--- src/rtl/der_pkg.sv ---
`timescale 1ns / 1ps
`default_nettype none

package der_pkg;

    // One pending request as stored in the table
    typedef struct packed {
        logic [7:0]  requester;
        logic [15:0] cylinder;
        logic [7:0]  track;
        logic [7:0]  record;
    } entry_t;

    localparam int ENTRY_W = $bits(entry_t);

    localparam logic OP_INSERT   = 1'b0;
    localparam logic OP_DISPATCH = 1'b1;

    localparam logic DIR_UP   = 1'b0;
    localparam logic DIR_DOWN = 1'b1;

    typedef enum logic [1:0] {
        STS_INSERTED   = 2'd0,
        STS_FULL       = 2'd1,
        STS_DISPATCHED = 2'd2,
        STS_EMPTY      = 2'd3
    } status_t;

    typedef enum logic [2:0] {
        ST_IDLE,
        ST_SCAN,
        ST_PICK,
        ST_SHIFT,
        ST_DONE
    } state_t;

endpackage

`default_nettype wire

--- src/rtl/der_ram.sv ---
`timescale 1ns / 1ps
`default_nettype none

module der_ram #(
    parameter int WIDTH = 40,
    parameter int DEPTH = 16
) (
    input  wire logic                     clk,
    input  wire logic                     we,
    input  wire logic [$clog2(DEPTH)-1:0] waddr,
    input  wire logic [WIDTH-1:0]         wdata,
    input  wire logic [$clog2(DEPTH)-1:0] raddr,
    output logic      [WIDTH-1:0]         rdata
);

    logic [WIDTH-1:0] mem [DEPTH];
    logic [WIDTH-1:0] rdata_reg;

    always_ff @(posedge clk)
    begin
        if (we)
        begin
            mem[waddr] <= wdata;
        end
        rdata_reg <= mem[raddr];
    end

    assign rdata = rdata_reg;

endmodule

`default_nettype wire

--- src/rtl/disk_elevator_request_scheduler.sv ---
`timescale 1ns / 1ps
`default_nettype none

// Elevator (SCAN) disk request scheduler.
// Input channel (in_valid / in_stall): one item is either an insert of a
// request (requester, cylinder, track, record) or a dispatch of the next one.
// Output channel (out_valid / out_stall): exactly one result item per input
// item, in input order: status, the granted request, arm direction and the
// number of requests still pending.
// Insert, full-table and empty-table items need no table walk: the result
// sits in the output register in the cycle after acceptance.
// A dispatch walks the request RAM twice through its single read port: a
// scan of all N pending entries to find the best candidate on the head's
// cylinder, above it and below it, then a step to pick one of them, then a
// compaction that moves the younger entries down one slot, and last a step
// that posts the result.
// The next item is taken only when the block is idle and the output register
// is free or being emptied; a stalled receiver holds the result in place and
// backs up the input side through in_stall.
// Reset empties the table (count of zero), points the arm up and parks the
// head at cylinder 0, record 0. The RAM needs no clearing; only entries
// below the count are ever read.
module disk_elevator_request_scheduler
    import der_pkg::*;
#(
    parameter int TABLE_DEPTH = 16
) (
    input  wire logic        clk,
    input  wire logic        rst_n,

    input  wire logic        in_valid,
    output logic             in_stall,
    input  wire logic        operation,
    input  wire logic [7:0]  requester,
    input  wire logic [15:0] cylinder,
    input  wire logic [7:0]  track,
    input  wire logic [7:0]  record,

    output logic             out_valid,
    input  wire logic        out_stall,
    output logic [1:0]       status,
    output logic [7:0]       granted_requester,
    output logic [15:0]      granted_cylinder,
    output logic [7:0]       granted_track,
    output logic [7:0]       granted_record,
    output logic             arm_direction,
    output logic [4:0]       pending_count
);

    localparam int AW    = $clog2(TABLE_DEPTH);
    localparam int CNT_W = $clog2(TABLE_DEPTH + 1);

    // Control
    state_t             state_reg, state_next;
    logic [CNT_W-1:0]   count_reg, count_next;
    logic               dir_reg, dir_next;
    logic [15:0]        head_cyl_reg, head_cyl_next;
    logic [7:0]         head_rec_reg, head_rec_next;

    // Table walk pointer and read pipeline
    logic [CNT_W-1:0]   scan_idx_reg, scan_idx_next;
    logic               rd_valid_reg, rd_valid_next;
    logic [AW-1:0]      rd_idx_reg, rd_idx_next;

    // Best candidates found during the scan
    logic               same_found_reg, same_found_next;
    logic [7:0]         same_dist_reg, same_dist_next;
    logic [AW-1:0]      same_idx_reg, same_idx_next;
    entry_t             same_ent_reg, same_ent_next;
    logic               above_found_reg, above_found_next;
    logic [AW-1:0]      above_idx_reg, above_idx_next;
    entry_t             above_ent_reg, above_ent_next;
    logic               below_found_reg, below_found_next;
    logic [AW-1:0]      below_idx_reg, below_idx_next;
    entry_t             below_ent_reg, below_ent_next;
    entry_t             chosen_reg, chosen_next;

    // Output register
    logic               out_valid_reg, out_valid_next;
    status_t            out_status_reg, out_status_next;
    entry_t             out_ent_reg, out_ent_next;
    logic               out_dir_reg, out_dir_next;
    logic [4:0]         out_cnt_reg, out_cnt_next;

    // RAM ports
    logic               ram_we;
    logic [AW-1:0]      ram_waddr;
    entry_t             ram_wdata;
    logic [AW-1:0]      ram_raddr;
    logic [ENTRY_W-1:0] ram_rdata;
    entry_t             rd_ent;

    logic               accept;
    logic               out_free;
    logic               table_full;
    logic [7:0]         rec_dist;
    logic [31:0]        cnt_ext;

    der_ram #(
        .WIDTH (ENTRY_W),
        .DEPTH (TABLE_DEPTH)
    ) u_table (
        .clk   (clk),
        .we    (ram_we),
        .waddr (ram_waddr),
        .wdata (ram_wdata),
        .raddr (ram_raddr),
        .rdata (ram_rdata)
    );

    assign rd_ent     = entry_t'(ram_rdata);
    assign out_free   = !out_valid_reg || !out_stall;
    assign in_stall   = (state_reg != ST_IDLE) || !out_free;
    assign accept     = in_valid && !in_stall;
    assign table_full = (count_reg == CNT_W'(TABLE_DEPTH));
    assign rec_dist   = (rd_ent.record > head_rec_reg) ? (rd_ent.record - head_rec_reg)
                                                       : (head_rec_reg - rd_ent.record);

    always_comb
    begin
        state_next       = state_reg;
        count_next       = count_reg;
        dir_next         = dir_reg;
        head_cyl_next    = head_cyl_reg;
        head_rec_next    = head_rec_reg;
        scan_idx_next    = scan_idx_reg;
        rd_valid_next    = 1'b0;
        rd_idx_next      = rd_idx_reg;
        same_found_next  = same_found_reg;
        same_dist_next   = same_dist_reg;
        same_idx_next    = same_idx_reg;
        same_ent_next    = same_ent_reg;
        above_found_next = above_found_reg;
        above_idx_next   = above_idx_reg;
        above_ent_next   = above_ent_reg;
        below_found_next = below_found_reg;
        below_idx_next   = below_idx_reg;
        below_ent_next   = below_ent_reg;
        chosen_next      = chosen_reg;
        out_valid_next   = out_valid_reg && out_stall;
        out_status_next  = out_status_reg;
        out_ent_next     = out_ent_reg;
        out_dir_next     = out_dir_reg;
        out_cnt_next     = out_cnt_reg;
        ram_we           = 1'b0;
        ram_waddr        = count_reg[AW-1:0];
        ram_wdata        = '{requester: requester, cylinder: cylinder,
                             track: track, record: record};
        ram_raddr        = scan_idx_reg[AW-1:0];
        cnt_ext          = 32'(count_reg);

        unique case (state_reg)
            ST_IDLE:
            begin
                if (accept)
                begin
                    if (operation == OP_INSERT)
                    begin
                        out_valid_next = 1'b1;
                        out_ent_next   = '0;
                        out_dir_next   = dir_reg;
                        if (table_full)
                        begin
                            out_status_next = STS_FULL;
                            out_cnt_next    = cnt_ext[4:0];
                        end
                        else
                        begin
                            ram_we          = 1'b1;
                            count_next      = count_reg + 1'b1;
                            cnt_ext         = 32'(count_next);
                            out_status_next = STS_INSERTED;
                            out_cnt_next    = cnt_ext[4:0];
                        end
                    end
                    else if (count_reg == '0)
                    begin
                        out_valid_next  = 1'b1;
                        out_status_next = STS_EMPTY;
                        out_ent_next    = '0;
                        out_dir_next    = dir_reg;
                        out_cnt_next    = cnt_ext[4:0];
                    end
                    else
                    begin
                        scan_idx_next    = '0;
                        same_found_next  = 1'b0;
                        above_found_next = 1'b0;
                        below_found_next = 1'b0;
                        state_next       = ST_SCAN;
                    end
                end
            end

            ST_SCAN:
            begin
                // Oldest wins ties: only a strictly better entry replaces a candidate
                if (rd_valid_reg)
                begin
                    if (rd_ent.cylinder == head_cyl_reg &&
                        (!same_found_reg || rec_dist < same_dist_reg))
                    begin
                        same_found_next = 1'b1;
                        same_dist_next  = rec_dist;
                        same_idx_next   = rd_idx_reg;
                        same_ent_next   = rd_ent;
                    end
                    if (rd_ent.cylinder > head_cyl_reg &&
                        (!above_found_reg || rd_ent.cylinder < above_ent_reg.cylinder))
                    begin
                        above_found_next = 1'b1;
                        above_idx_next   = rd_idx_reg;
                        above_ent_next   = rd_ent;
                    end
                    if (rd_ent.cylinder < head_cyl_reg &&
                        (!below_found_reg || rd_ent.cylinder > below_ent_reg.cylinder))
                    begin
                        below_found_next = 1'b1;
                        below_idx_next   = rd_idx_reg;
                        below_ent_next   = rd_ent;
                    end
                end
                if (scan_idx_reg < count_reg)
                begin
                    rd_valid_next = 1'b1;
                    rd_idx_next   = scan_idx_reg[AW-1:0];
                    scan_idx_next = scan_idx_reg + 1'b1;
                end
                else if (!rd_valid_reg)
                begin
                    state_next = ST_PICK;
                end
            end

            ST_PICK:
            begin
                if (same_found_reg)
                begin
                    chosen_next   = same_ent_reg;
                    scan_idx_next = CNT_W'(same_idx_reg) + 1'b1;
                end
                else if ((dir_reg == DIR_UP && above_found_reg) ||
                         (dir_reg == DIR_DOWN && !below_found_reg))
                begin
                    dir_next      = DIR_UP;
                    chosen_next   = above_ent_reg;
                    scan_idx_next = CNT_W'(above_idx_reg) + 1'b1;
                end
                else
                begin
                    dir_next      = DIR_DOWN;
                    chosen_next   = below_ent_reg;
                    scan_idx_next = CNT_W'(below_idx_reg) + 1'b1;
                end
                head_cyl_next = chosen_next.cylinder;
                head_rec_next = chosen_next.record;
                count_next    = count_reg - 1'b1;
                state_next    = ST_SHIFT;
            end

            ST_SHIFT:
            begin
                // Entry i+1 read last cycle lands in slot i
                if (rd_valid_reg)
                begin
                    ram_we    = 1'b1;
                    ram_waddr = rd_idx_reg - 1'b1;
                    ram_wdata = rd_ent;
                end
                if (scan_idx_reg <= count_reg)
                begin
                    rd_valid_next = 1'b1;
                    rd_idx_next   = scan_idx_reg[AW-1:0];
                    scan_idx_next = scan_idx_reg + 1'b1;
                end
                else if (!rd_valid_reg)
                begin
                    state_next = ST_DONE;
                end
            end

            ST_DONE:
            begin
                if (out_free)
                begin
                    out_valid_next  = 1'b1;
                    out_status_next = STS_DISPATCHED;
                    out_ent_next    = chosen_reg;
                    out_dir_next    = dir_reg;
                    out_cnt_next    = cnt_ext[4:0];
                    state_next      = ST_IDLE;
                end
            end

            default:
            begin
                state_next = ST_IDLE;
            end
        endcase
    end

    always_ff @(posedge clk or negedge rst_n)
    begin
        if (!rst_n)
        begin
            state_reg       <= ST_IDLE;
            count_reg       <= '0;
            dir_reg         <= DIR_UP;
            head_cyl_reg    <= '0;
            head_rec_reg    <= '0;
            rd_valid_reg    <= 1'b0;
            out_valid_reg   <= 1'b0;
        end
        else
        begin
            state_reg       <= state_next;
            count_reg       <= count_next;
            dir_reg         <= dir_next;
            head_cyl_reg    <= head_cyl_next;
            head_rec_reg    <= head_rec_next;
            rd_valid_reg    <= rd_valid_next;
            out_valid_reg   <= out_valid_next;
        end
    end

    always_ff @(posedge clk)
    begin
        scan_idx_reg    <= scan_idx_next;
        rd_idx_reg      <= rd_idx_next;
        same_found_reg  <= same_found_next;
        same_dist_reg   <= same_dist_next;
        same_idx_reg    <= same_idx_next;
        same_ent_reg    <= same_ent_next;
        above_found_reg <= above_found_next;
        above_idx_reg   <= above_idx_next;
        above_ent_reg   <= above_ent_next;
        below_found_reg <= below_found_next;
        below_idx_reg   <= below_idx_next;
        below_ent_reg   <= below_ent_next;
        chosen_reg      <= chosen_next;
        out_status_reg  <= out_status_next;
        out_ent_reg     <= out_ent_next;
        out_dir_reg     <= out_dir_next;
        out_cnt_reg     <= out_cnt_next;
    end

    assign out_valid         = out_valid_reg;
    assign status            = out_status_reg;
    assign granted_requester = out_ent_reg.requester;
    assign granted_cylinder  = out_ent_reg.cylinder;
    assign granted_track     = out_ent_reg.track;
    assign granted_record    = out_ent_reg.record;
    assign arm_direction     = out_dir_reg;
    assign pending_count     = out_cnt_reg;

    // Insert into a full table is dropped and reported in the next cycle
    a_full_drop: assert property (@(posedge clk) disable iff (!rst_n)
        (accept && operation == OP_INSERT && table_full)
        |=> (out_valid && status == STS_FULL && count_reg == $past(count_reg)))
        else $error("full-table insert not reported or count changed");

    // A pick always removes exactly one entry
    a_pick_dec: assert property (@(posedge clk) disable iff (!rst_n)
        (state_reg == ST_PICK) |=> (count_reg == CNT_W'($past(count_reg) - 1'b1)))
        else $error("dispatch did not remove one entry");

    // Dispatch never starts on an empty table
    a_scan_nonempty: assert property (@(posedge clk) disable iff (!rst_n)
        (state_reg == ST_PICK) |-> (same_found_reg || above_found_reg || below_found_reg))
        else $error("scan found no candidate");

    // Compaction writes only below the live count
    a_shift_bound: assert property (@(posedge clk) disable iff (!rst_n)
        (state_reg == ST_SHIFT && ram_we) |-> (CNT_W'(ram_waddr) < count_reg))
        else $error("compaction write past the table end");

    // A finished dispatch posts its result when the output register frees up
    a_done_post: assert property (@(posedge clk) disable iff (!rst_n)
        (state_reg == ST_DONE && out_free)
        |=> (out_valid && status == STS_DISPATCHED && state_reg == ST_IDLE))
        else $error("dispatch result not posted");

endmodule

`default_nettype wire
--- config.mk ---
export PLATFORM = sky130hd
export DESIGN_NAME = disk_elevator_request_scheduler
export DESIGN_NICKNAME = d
export VERILOG_FILES = /design/src/rtl/der_pkg.sv /design/src/rtl/der_ram.sv /design/src/rtl/disk_elevator_request_scheduler.sv
export SDC_FILE = /design/constraint.sdc
export NUM_CORES = 1
export LEC_CHECK = 0
export BUFFER_PORTS_ARGS = -buffer_cell sky130_fd_sc_hd__buf_4
export CAP_MARGIN = 15
export CORE_MARGIN = 4
export CORE_UTILIZATION = 25
export DETAILED_ROUTE_END_ITERATION = 8
export PLACE_DENSITY = 0.42
export SYNTH_ARGS = -nofsm -noshare
export SYNTH_HDL_FRONTEND = slang
export SYNTH_SLANG_ARGS = --single-unit
export TNS_END_PERCENT = 5
--- constraint.sdc ---
create_clock -name clk -period 6.5 [get_ports clk]
set_clock_uncertainty 0.05 [all_clocks]
set_input_delay 1.625 -clock clk [delete_from_list [all_inputs] [get_ports clk]]
set_output_delay 1.625 -clock clk [all_outputs]
set_load 0.02 [all_outputs]
==> results.txt, run 1 <==
- Run status: completed
- CTS tree: done
* Library cell with the largest summed area after synthesis: sky130_fd_sc_hd__edfxtp_1
* Overflow left after global routing: 0
- Area taken by flip-flops and latches: 28100 sq um
- STA classifies the critical path endpoint as a register.
- Clock root buffer: sky130_fd_sc_hd__clkbuf_16
- The die is 397 um tall.
- Clock network latency to the later pin of the worst-skew pair: 0.69 ns
* Async set-reset flop share out of synthesis: 0.0366
- For this run, the leading register cell type out of synthesis is sky130_fd_sc_hd__edfxtp_1.
* Switching share of power: 0.322
* Area of the core region: 150000 sq um
* CP Cell Sequence: inv_1 > ha_1 > inv_1 > fa_1 > nand3_1 > a21oi_2 > o22ai_4 > mux2_4 > o221ai_2 > a21oi_2 > xnor2_1 > ha_1 > and3_1 > a221oi_1 > a21boi_0 > o21ai_0 > nand2_1 > nor2_4 > buf_12
* Hold Path Class: reg -> reg
* Effective utilization at floorplan: 0.252
- After the first detailed-routing iteration, the DRC count stood at 1337.
- For the pin with the worst max-slew slack, the measured transition is 1.03 ns.
- Number of nets in the final layout: 2332
- Top Family by Delay on Critical Path: compound AO/OA/AOI/OAI gates
- In this run the tool buffered the top-level ports with 94 buffer cells.
- HPWL after detailed placement: 60200 um
- The cell count after synthesis came out at 2056.
- Buffers inserted during post-CTS setup optimization: 0
* Worst Path Required: 6.80 ns
- Mean instance size in the synthesized netlist: 18.4 sq um
* Area growth from synthesis to layout: 17.8%
- After synthesis, the netlist uses 56 different library cells.
- Of the total power, the clock network draws 0.284.
- Maximum clock rate: 0.199 GHz
* CTS Buffer Depth: 3
- Hold Fails Final Rpt: 0
* Worst setup path class: reg -> reg
* List of most frequent post-synthesis cells: 880 x sky130_fd_sc_hd__edfxtp_1, 217 x sky130_fd_sc_hd__nand2_1, 200 x sky130_fd_sc_hd__mux4_2
- Summing all multi-input logic gate instances after layout gives 9140 sq um.
- After detailed routing, the total wire length is 96600 um.
- Post-synth EDFFs: 880
* Total power divided by cell area: 457 nW/um^2
* Final weighted congestion in routability-driven placement: 0.767
* Cell types occupying the most area after synthesis: sky130_fd_sc_hd__edfxtp_1 70%, sky130_fd_sc_hd__mux4_2 12%, sky130_fd_sc_hd__ha_1 2.6%
- Initial antenna violation count: 5
- Critical-path top delay cell: sky130_fd_sc_hd__nor2_4
* Post-route ant nets: 0
- Count of endpoints failing setup in the final report: 0
- Pins Over Slew Limit: 0
- Yosys synthesis warning count: 0
* Net count after synthesis: 2181
- Fin crit period: 5.04 ns
* Final std cell area, no fill: 44500 sq um
- The pre-antenna-repair detailed-routing pass consisted of 4 iterations.
* Tot GR Track Use: 0.122
- Maximum number of pins on one net before global-route repair: 124
- The cell area that synthesis handed to floorplanning was 37800 sq um.
- Counting both buffers and inverters, the worst setup path holds a total of 3.
- Data on the critical path arrives at its endpoint at 5.34 ns.
- In this run, CTS created clock tree buffers numbering 101.
- H-tree levels: 3
- Via total after detailed routing: 18900
- Int Pwr: 13.8 mW
- Area of placed instances: 41200 sq um
* #FFs+latches synth: 955
- Of the cells placed in the final design, the portion with a size suffix greater than 1 is 0.231.
- Along the worst path, the maximum fanout reaches 36.
- Combinational group share of total power: 0.301
- For this run, the register share of the synthesized area comes to 0.744.
- The tree built by TritonCTS fans out to 955 sinks.
* Stage delay of the slowest cell on the critical path: 0.56 ns
* Width of the chip: 397 um
- Vias in the first global route: 19900
- Number of primary I/O pins: 95
- The share of synthesized area in the top cell type comes to 0.699.
* Static Leak: 15.0 nW
* Via-to-Cell Ratio: 4.39
- Number of maximum-capacitance violations: 0
- Total number of placement rows: 142
- The filler cells instantiated in the layout total 14800.
* Full die area: 157000 sq um
- Period utilisation layout: 0.775
- Tightest slew margin relative to the limit: 0.312
- Dividing the detail-routed wire length by the instance count gives 22.4 um.
- Clock-pin slew was measured on the worst setup and hold paths at 0.06 ns.
* Post-CTS Resized: 0
- For this run, design rule violations remaining after detail routing come to 0.
* Switching power total: 6.55 mW
* Wire length of the first global-routing pass: 141000 um
- IR analysis of the VDD net gives a maximum drop of 0.365 mV.
* Startpoint class of the critical path: register
* Share of total power in sequential cells: 0.415
- Register with the highest flop count: u_table.mem
- The register with the most flip-flops in the layout has 640 of them.
- Leading cell type by number of instances after synthesis: sky130_fd_sc_hd__edfxtp_1
* Unrepaired setup endpoints after global routing: no
* Post-cts hold buffer count: 0
- Setup total negative slack on the finished layout was measured at 0 ns.
cell families after synthesis:
kind of cell / count (synthesis) / share of synthesized area
multiplexers: 236 / 0.129
adder cells (fa/ha/maj): 80 / 0.0269
XOR/XNOR: 15 / 0.00348
AND/OR/NAND/NOR: 382 / 0.0447
AO/OA/AOI/OAI: 206 / 0.0329
flip-flops: 955 / 0.744
buffers and inverters: 182 / 0.0192
through the flow:
step	std cells	hold WS, ns	setup slack, ns	util	power [mW]
final	4308	0.448	1.46	0.297	20.3
after detailed placement	4120	0.430	1.40	0.275	14.9
after global routing	4306	0.472	1.07	0.297	21.5
after global placement	4120	0.410	1.46	0.275	14.8
after floorplan	2056	0.371	0.545	-	12.5
after CTS	4306	0.445	1.39	0.297	20.7
worst reg2reg max path, cell delays in order (launching register included):
cell                       delay (ns)
sky130_fd_sc_hd__dfxtp_1         0.35
sky130_fd_sc_hd__inv_1           0.09
sky130_fd_sc_hd__ha_1            0.14
sky130_fd_sc_hd__inv_1           0.06
sky130_fd_sc_hd__fa_1            0.38
sky130_fd_sc_hd__nand3_1         0.17
sky130_fd_sc_hd__a21oi_2         0.09
sky130_fd_sc_hd__o22ai_4         0.38
sky130_fd_sc_hd__mux2_4          0.35
sky130_fd_sc_hd__o221ai_2        0.20
sky130_fd_sc_hd__a21oi_2         0.09
sky130_fd_sc_hd__xnor2_1         0.23
sky130_fd_sc_hd__ha_1            0.29
sky130_fd_sc_hd__and3_1          0.20
sky130_fd_sc_hd__a221oi_1        0.30
sky130_fd_sc_hd__a21boi_0        0.13
sky130_fd_sc_hd__o21ai_0         0.17
sky130_fd_sc_hd__nand2_1         0.12
sky130_fd_sc_hd__nor2_4          0.56
sky130_fd_sc_hd__buf_12          0.31
power groups by stage:
stage / clock network [mW] / registers [mW] / logic, mW
after floorplan: 0 / 8.35 / 4.20
after global placement: 0 / 8.55 / 6.24
after detailed placement: 0 / 8.58 / 6.29
after CTS: 5.98 / 8.45 / 6.30
after global routing: 6.25 / 8.52 / 6.78
final: 5.79 / 8.44 / 6.11
metal layers:
metal  share of wire  wire (um)  track usage  vias to the layer above
met5               0          0            0                        -
met1            0.46      44200        0.169                     9999
li1                -          -            -                     8392
met4           0.021       2010       0.0302                        0
met2            0.47      45800        0.197                      406
met3           0.047       4560       0.0256                      128
placed cells by master (no fill, tap or decap), drive strengths merged, types with 4 or more instances in the layout:
| cell | instances |
|---|---|
| clkinv | 37 |
| and3 | 46 |
| a211oi | 5 |
| mux2i | 30 |
| bufinv | 12 |
| a21oi | 54 |
| nor2 | 58 |
| clkbuf | 132 |
| mux2 | 6 |
| mux4 | 200 |
| a221oi | 4 |
| dfrtp | 35 |
| and2 | 5 |
| xnor2 | 13 |
| nand4 | 12 |
| buf | 143 |
| a21o | 12 |
| nand3 | 12 |
| ha | 78 |
| nand2b | 7 |
| edfxtp | 880 |
| nor2b | 5 |
| inv | 89 |
| dfxtp | 40 |
| nor3 | 9 |
| o211ai | 6 |
| o21a | 7 |
| nand2 | 217 |
| o21ai | 93 |
worst paths after layout:
path	from	endpoint	slack [ns]	depth (start not counted)
worst max-delay path	u_table.rdata[0]	same_ent_reg[10]	1.46	19
worst min-delay path	u_table.rdata[39]	same_ent_reg[39]	0.45	0
worst max register to register	u_table.rdata[0]	same_ent_reg[10]	1.46	19
worst min register to register	u_table.rdata[39]	same_ent_reg[39]	0.45	0
max in group asynchronous	rst_n	head_rec_reg[5]	5.08	1
min in group asynchronous	rst_n	count_reg[0]	0.91	1
final cells by class:
class	instances	area share
clock inverters	54	0.0137
flip-flops and latches	955	0.631
multi-input cells	919	0.205
clock buffers	132	0.0605
diodes	2	0.000112
well taps	2016	0.0566
inverters	87	0.00736
repair buffers	143	0.0252
No activity file was read; power rests on OpenSTA's default activity.
==> run 2: changes to the inputs <==
PLACE_DENSITY = 0.43   (was 0.42)
clock period = 4.2 ns   (was 6.5 ns; I/O delays follow)
==> results.txt, run 2 (synthesis gave the netlist of run 1 again) <==
* Run status: finished with violations
- The final reports fail on negative setup slack.
- The floorplan has 142 rows.
- STA puts the critical path data arrival time at 4.59 ns.
* Core occupancy in the finished layout: 0.304
- Vias in the first global route: 20400
* Count of buffers from port buffering: 94
- The register with the most flip-flops in the layout has 640 of them.
* Register-to-Register Setup Slack: -0.04 ns
- Overflow left after global routing: 0
* Pins Over Slew Limit: 0
- At the placement stage, the worst setup path has a slack of -0.142 ns.
- Share of total power in sequential cells: 0.404
- Final hold analysis gives a worst-case slack of 0.287 ns.
* Tightest slew margin relative to the limit: 0.321
* Hold Path Class: in -> async
- For this block, the routed nets add up to 97000 um of wire.
- Counting flops per register, the top entry is u_table.mem.
- Entering global routing, the biggest net connects 73 pins.
* IR drop worst, VDD: 0.422 mV
- The floorplan step defined a die boundary enclosing 157000 sq um.
* Clock root buffer: sky130_fd_sc_hd__clkbuf_16
* Area growth from synthesis to layout: 20.7%
- Reg2Reg Depth: 22
- Counting along the longest clock path gives a buffer depth of 3.
- The largest individual stage delay along the critical path comes from the cell sky130_fd_sc_hd__fa_2.
- Across all layers, the routed design uses 19200 vias.
* CP Cell Sequence: ha_4 > inv_4 > fa_2 > nand3_2 > a21oi_2 > o22ai_4 > buf_12 > mux2_4 > o221ai_4 > a21oi_2 > xnor2_2 > ha_1 > a21o_1 > a221oi_2 > a21boi_1 > o21ai_1 > buf_4 > nand2_4 > nor2_4 > buf_6 > buf_12 > buf_16
- Top Family by Delay on Critical Path: compound AO/OA/AOI/OAI gates
- Buffer and inverter count on the worst path: 6
* Reg-to-reg critical path startpoint: head_rec_reg[0]
- DRC violations left: 0
- Worst Slack Setup Final: -0.0435 ns
* Switching share of power: 0.314
- Initial antenna violation count: 6
* Int Pwr: 22.2 mW
- Tightest Pin Transition: 1.01 ns
- Post-route ant nets: 0
- Number of clock sinks seen by CTS: 955
* First-pass detailed-route iteration total: 4
* Maximum clock rate: 0.236 GHz
- Along the worst path, the maximum fanout reaches 7.
- Tot GR Track Use: 0.123
- Number of nets in the final layout: 2395
- After clock tree synthesis, the clock-pin slew on the worst setup and hold paths is 0.06 ns.
* Drt wl/cell: 22.2 um
- Initial drt markers: 1363
- Area of placed instances: 41900 sq um
- CTS Buf Count: 102
* Combinational group share of total power: 0.311
- Sort of element at the end of the critical path: register
- Startpoint class of the critical path: register
- Fraction of layout instances using a drive strength above 1: 0.259
- Stage delay of the slowest cell on the critical path: 0.39 ns
* CTS tree: done
* Static Leak: 15.4 nW
- Clock network latency to the later pin of the worst-skew pair: 0.71 ns
- Of the total power, the clock network draws 0.285.
* Worst setup path class: reg -> reg
* Post-cts hold buffer count: 0
* Layout fillers: 14700
- Number of maximum-capacitance violations: 0
- The analysis attributes to net switching a power of 10.2 mW.
* Number of primary I/O pins: 95
* Most used cells in the layout excluding fill and tap cells: 880 x sky130_fd_sc_hd__edfxtp_1, 216 x sky130_fd_sc_hd__nand2_1, 200 x sky130_fd_sc_hd__mux4_2, 175 x sky130_fd_sc_hd__buf_4, 102 x sky130_fd_sc_hd__clkbuf_16
* Via-to-Cell Ratio: 4.38
- For the finished layout, the period the worst path requires is 4.24 ns.
* Final std cell area, no fill: 45600 sq um
* Wire length of the first global-routing pass: 142000 um
- Effective utilization at floorplan: 0.252
* Area of the core region: 150000 sq um
* Worst Path Required: 4.55 ns
* Die boundary height: 397 um
- Once detailed placement completed, the half-perimeter wirelength came to 54600 um.
- Width of the chip: 397 um
* Period utilisation layout: 1.01
- The endpoint identified for the worst register-to-register timing path is same_dist_reg[6].
- Power spread over the standard cell area amounts to 711 nW/um^2.
- Setup violations remaining at the end of the flow were counted as 25.
- The library cell used most frequently in the layout, excluding fill and tap cells, is sky130_fd_sc_hd__edfxtp_1.
- Final weighted congestion in routability-driven placement: 0.784
* Hold Fails Final Rpt: 0
- The H-tree was split into 3 levels.
* Unrepaired setup endpoints after global routing: yes
## run 2: changes by cell type in the layout (fill, tap and decap cells not counted), moves of 3 or more
| cell | previous run | this run |
|---|---|---|
| sky130_fd_sc_hd__a21oi_1 | 51 | 48 |
| sky130_fd_sc_hd__buf_12 | 4 | 27 |
| sky130_fd_sc_hd__clkinv_16 | 0 | 3 |
| sky130_fd_sc_hd__buf_4 | 139 | 175 |
| sky130_fd_sc_hd__ha_1 | 78 | 75 |
| sky130_fd_sc_hd__clkbuf_1 | 27 | 31 |
| sky130_fd_sc_hd__clkinvlp_4 | 3 | 0 |
| sky130_fd_sc_hd__clkbuf_8 | 3 | 7 |
## run 2: metrics by stage
step | instances | TNS (ns) | total power [mW]
6_report | 4376 | -0.548 | 32.4
5_1_grt | 4374 | -9.91 | 34.3
4_1_cts | 4370 | -1.26 | 32.8
3_5_place_dp | 4169 | -6.62 | 23.2
3_3_place_gp | 4169 | -7.35 | 23.0
2_1_floorplan | 2056 | -10.81 | 19.5
## run 2: timing repair
| item | in CTS | in global routing |
|---|---|---|
| pin swaps | 7 | 15 |
| setup endpoints to repair | 52 | 53 |
| cloned | 2 | 0 |
| resized for setup | 12 | 10 |
| setup buffers | 8 | 5 |
## run 2: power by group through the flow
| stage | logic, mW | clock network [mW] | registers, mW |
|---|---|---|---|
| after global routing | 11.1 | 9.95 | 13.2 |
| after detailed placement | 9.88 | 0 | 13.3 |
| after CTS | 10.2 | 9.56 | 13.1 |
| after global placement | 9.71 | 0 | 13.3 |
| after floorplan | 6.54 | 0 | 12.9 |
| final | 10.1 | 9.23 | 13.1 |
## run 2: worst max path at each step
stage / startpoint / slack [ns] / to / cells after the start
finish: head_rec_reg[0] / -0.04 / same_dist_reg[6] / 22
global route: head_rec_reg[0] / -0.23 / same_dist_reg[6] / 22
CTS: head_rec_reg[0] / -0.07 / same_dist_reg[6] / 21
detailed placement: head_rec_reg[3] / -0.14 / same_ent_reg[5] / 17
global placement: head_rec_reg[3] / -0.16 / same_ent_reg[5] / 17
floorplan: head_rec_reg[0] / -0.21 / same_dist_reg[0] / 17
## run 2: per-layer routing
metal  vias up  global-route usage  share of wire
li1       8534                   -              -
met3       113              0.0195          0.039
met2       391               0.199           0.48
met4         0              0.0353          0.020
met1     10100               0.171           0.47
met5         -                   0              0
## run 2: layout make-up
cell class	instances	area, sq um	share of cell area
sequential	955	28100	0.616
multi-input combinational	919	9270	0.203
clock buffer	140	2770	0.0606
tap	2016	2520	0.0553
timing repair buffer	205	1900	0.0418
clock inverter	51	699	0.0153
inverter	87	330	0.00724
antenna	3	7.51	0.000165
==> run 3: changes to the inputs <==
BUFFER_PORTS_ARGS = default   (was -buffer_cell sky130_fd_sc_hd__buf_4)
DONT_BUFFER_PORTS = 1   (was default)
==> results.txt, run 3 (synthesis gave the netlist of run 1 again) <==
- Before CTS, the worst setup slack after placement is -0.261 ns.
- For this block, the initial DRC count from the detailed router was 1512.
- In this run, CTS created clock tree buffers numbering 102.
- The register with the most flip-flops in the layout has 640 of them.
- For this run, design rule violations remaining after detail routing come to 0.
- Tot GR Track Use: 0.120
* Sort of element at the end of the critical path: register
- For the worst setup path, the data required time is 4.51 ns.
* Clock network latency to the later pin of the worst-skew pair: 0.68 ns
- Of the total power, the share spent switching nets is 0.317.
* Placed Instances: 4083
- Worst setup path class: reg -> reg
- Final std cell area, no fill: 44800 sq um
* Effective utilization at floorplan: 0.252
* Fin crit period: 4.21 ns
* Startpoint class of the critical path: register
- The core region is 150000 sq um.
* Clock group share of total power: 0.279
* Width of the chip: 397 um
* Count of endpoints failing setup in the final report: 8
* Worst hold margin: 0.158 ns
- Post-route ant nets: 0
- Power comes to 31.9 mW.
- Violations in the final reports: negative setup slack
- Dividing the detail-routed wire length by the instance count gives 22.2 um.
- Number of nets in the final layout: 2308
- Along the worst path, the maximum fanout reaches 14.
* Clock slew at the register clock pins of the worst setup and hold paths: 0.06 ns
- IR drop worst, VDD: 0.430 mV
- Total power divided by cell area: 712 nW/um^2
- Detailed routing inserted a total of 18800 vias.
- Traced cell by cell, the critical path runs through ha_4 > inv_2 > fa_2 > nand3_2 > a21oi_2 > o22ai_4 > buf_6 > mux2_4 > o221ai_2 > a21oi_2 > xnor2_2 > ha_1 > and3_4 > a221oi_2 > a21boi_1 > o21ai_1 > buf_4 > nand2_4 > nor2_4 > buf_4 > buf_12.
- The clock passes through at most 3 buffers.
- The number of global-route vias before repair came to 19800.
* Initial antenna violation count: 11
- The number of hold-slack violations in the final timing report is 0.
* Static Leak: 15.0 nW
* Wire length of the first global-routing pass: 139000 um
* Die boundary height: 397 um
* Tightest Pin Transition: 1.06 ns
- Number of clock sinks seen by CTS: 955
- Switching power total: 10.1 mW
- Period utilisation layout: 1.00
- On the worst path, the slowest cell contributes a delay of 0.39 ns.
- Buffers placed on the I/O ports in this run total 0.
- Register-to-Register Setup Slack: -0.01 ns
- Critical-path top delay cell: sky130_fd_sc_hd__dfrtp_1
* Combinational group share of total power: 0.307
- Hold Path Class: in -> async
- The max-slew violation count came to 0.
* HPWL after detailed placement: 54800 um
- The first detailed-routing pass took 5 iterations.
- Once routing completed, OpenROAD measured the worst setup slack at -0.0148 ns.
* Number of maximum-capacitance violations: 0
* Summed negative setup slack over all endpoints: -0.0595 ns
- The die covers 157000 sq um.
- Data arrives at the worst endpoint at 4.53 ns.
* Overflow left after global routing: 0
* Register with the highest flop count: u_table.mem
- Total number of placement rows: 142
- Via-to-Cell Ratio: 4.39
- H-tree levels: 3
- For this run, the top clock speed supported by timing is 0.237 GHz.
- Core occupancy in the finished layout: 0.299
- Of the total power, registers draw 0.414.
* Maximum number of pins on one net before global-route repair: 99
- Most common cell after layout, fill and taps aside: sky130_fd_sc_hd__edfxtp_1
* CTS tree: done
- Number of primary I/O pins: 95
- From synthesis to final layout, the design area changed by 18.5%.
* Unrepaired setup endpoints after global routing: yes
- After detailed routing, the total wire length is 95100 um.
* Tightest slew margin relative to the limit: 0.290
- Area of placed instances: 41200 sq um
- In the layout the commonest cells are 880 x sky130_fd_sc_hd__edfxtp_1, 216 x sky130_fd_sc_hd__nand2_1, 200 x sky130_fd_sc_hd__mux4_2, 102 x sky130_fd_sc_hd__clkbuf_16, 91 x sky130_fd_sc_hd__o21ai_0.
* Int Pwr: 21.8 mW
- Clock tree synthesis selected as its root buffer the cell sky130_fd_sc_hd__clkbuf_16.
* Run status: finished with violations
- Layout fillers: 14700
- Once layout is complete, the cells apart from fillers number 4292.
* Final weighted congestion in routability-driven placement: 0.788
- In the final layout, the share of cells above drive strength 1 is 0.232.
run 3: critical path: cells and delay by family, from the launching register on:
family	cells	cell delay, ns
buffers and inverters	5	0.62
AO/OA/AOI/OAI	7	1.08
adder cells (fa/ha/maj)	3	0.80
AND/OR/NAND/NOR	4	0.50
multiplexers	1	0.30
XOR/XNOR	1	0.15
flip-flops	1	0.39
run 3: cell type report:
class                      instances  area (sq um)  area share
sequential                       955         28100       0.628
antenna                            8          20.0    0.000447
inverter                          87           328     0.00732
tap                             2016          2520      0.0563
timing repair buffer             118          1220      0.0272
multi-input combinational        919          9270       0.207
clock inverter                    49           517      0.0115
clock buffer                     140          2810      0.0626
run 3: power by group through the flow:
stage,Clock (mW),Combinational [mW],Sequential (mW)
6_report,8.88,9.80,13.2
5_1_grt,9.59,10.8,13.3
4_1_cts,9.18,9.96,13.2
3_5_place_dp,0,9.67,13.4
3_3_place_gp,0,9.50,13.4
2_1_floorplan,0,6.54,12.9
run 3: path summary, 6_finish.rpt:
path | from | cells past startpoint | to
worst min-delay path | rst_n | 1 | count_reg[2]
worst max-delay path | head_rec_reg[0] | 21 | same_ent_reg[1]
min in group clk | u_table.rdata[36] | 0 | same_ent_reg[36]
max in group asynchronous | rst_n | 1 | head_rec_reg[7]
worst min register to register | u_table.rdata[36] | 0 | same_ent_reg[36]
worst max register to register | head_rec_reg[0] | 21 | same_ent_reg[1]
run 3: metal layers:
metal,global-route usage,wire [um]
met3,0.0227,4380
met4,0.0309,1770
met1,0.165,43100
met2,0.197,45800
met5,0,41
run 3: timing repair:
item | in CTS | in global routing
resized for setup | 16 | 4
cloned | 2 | 0
setup endpoints to repair | 53 | 53
pin swaps | 12 | 2
buffers inserted | 9 | 0
endpoints found under the hold margin | 35 | 0
hold buffers | 1 | 0
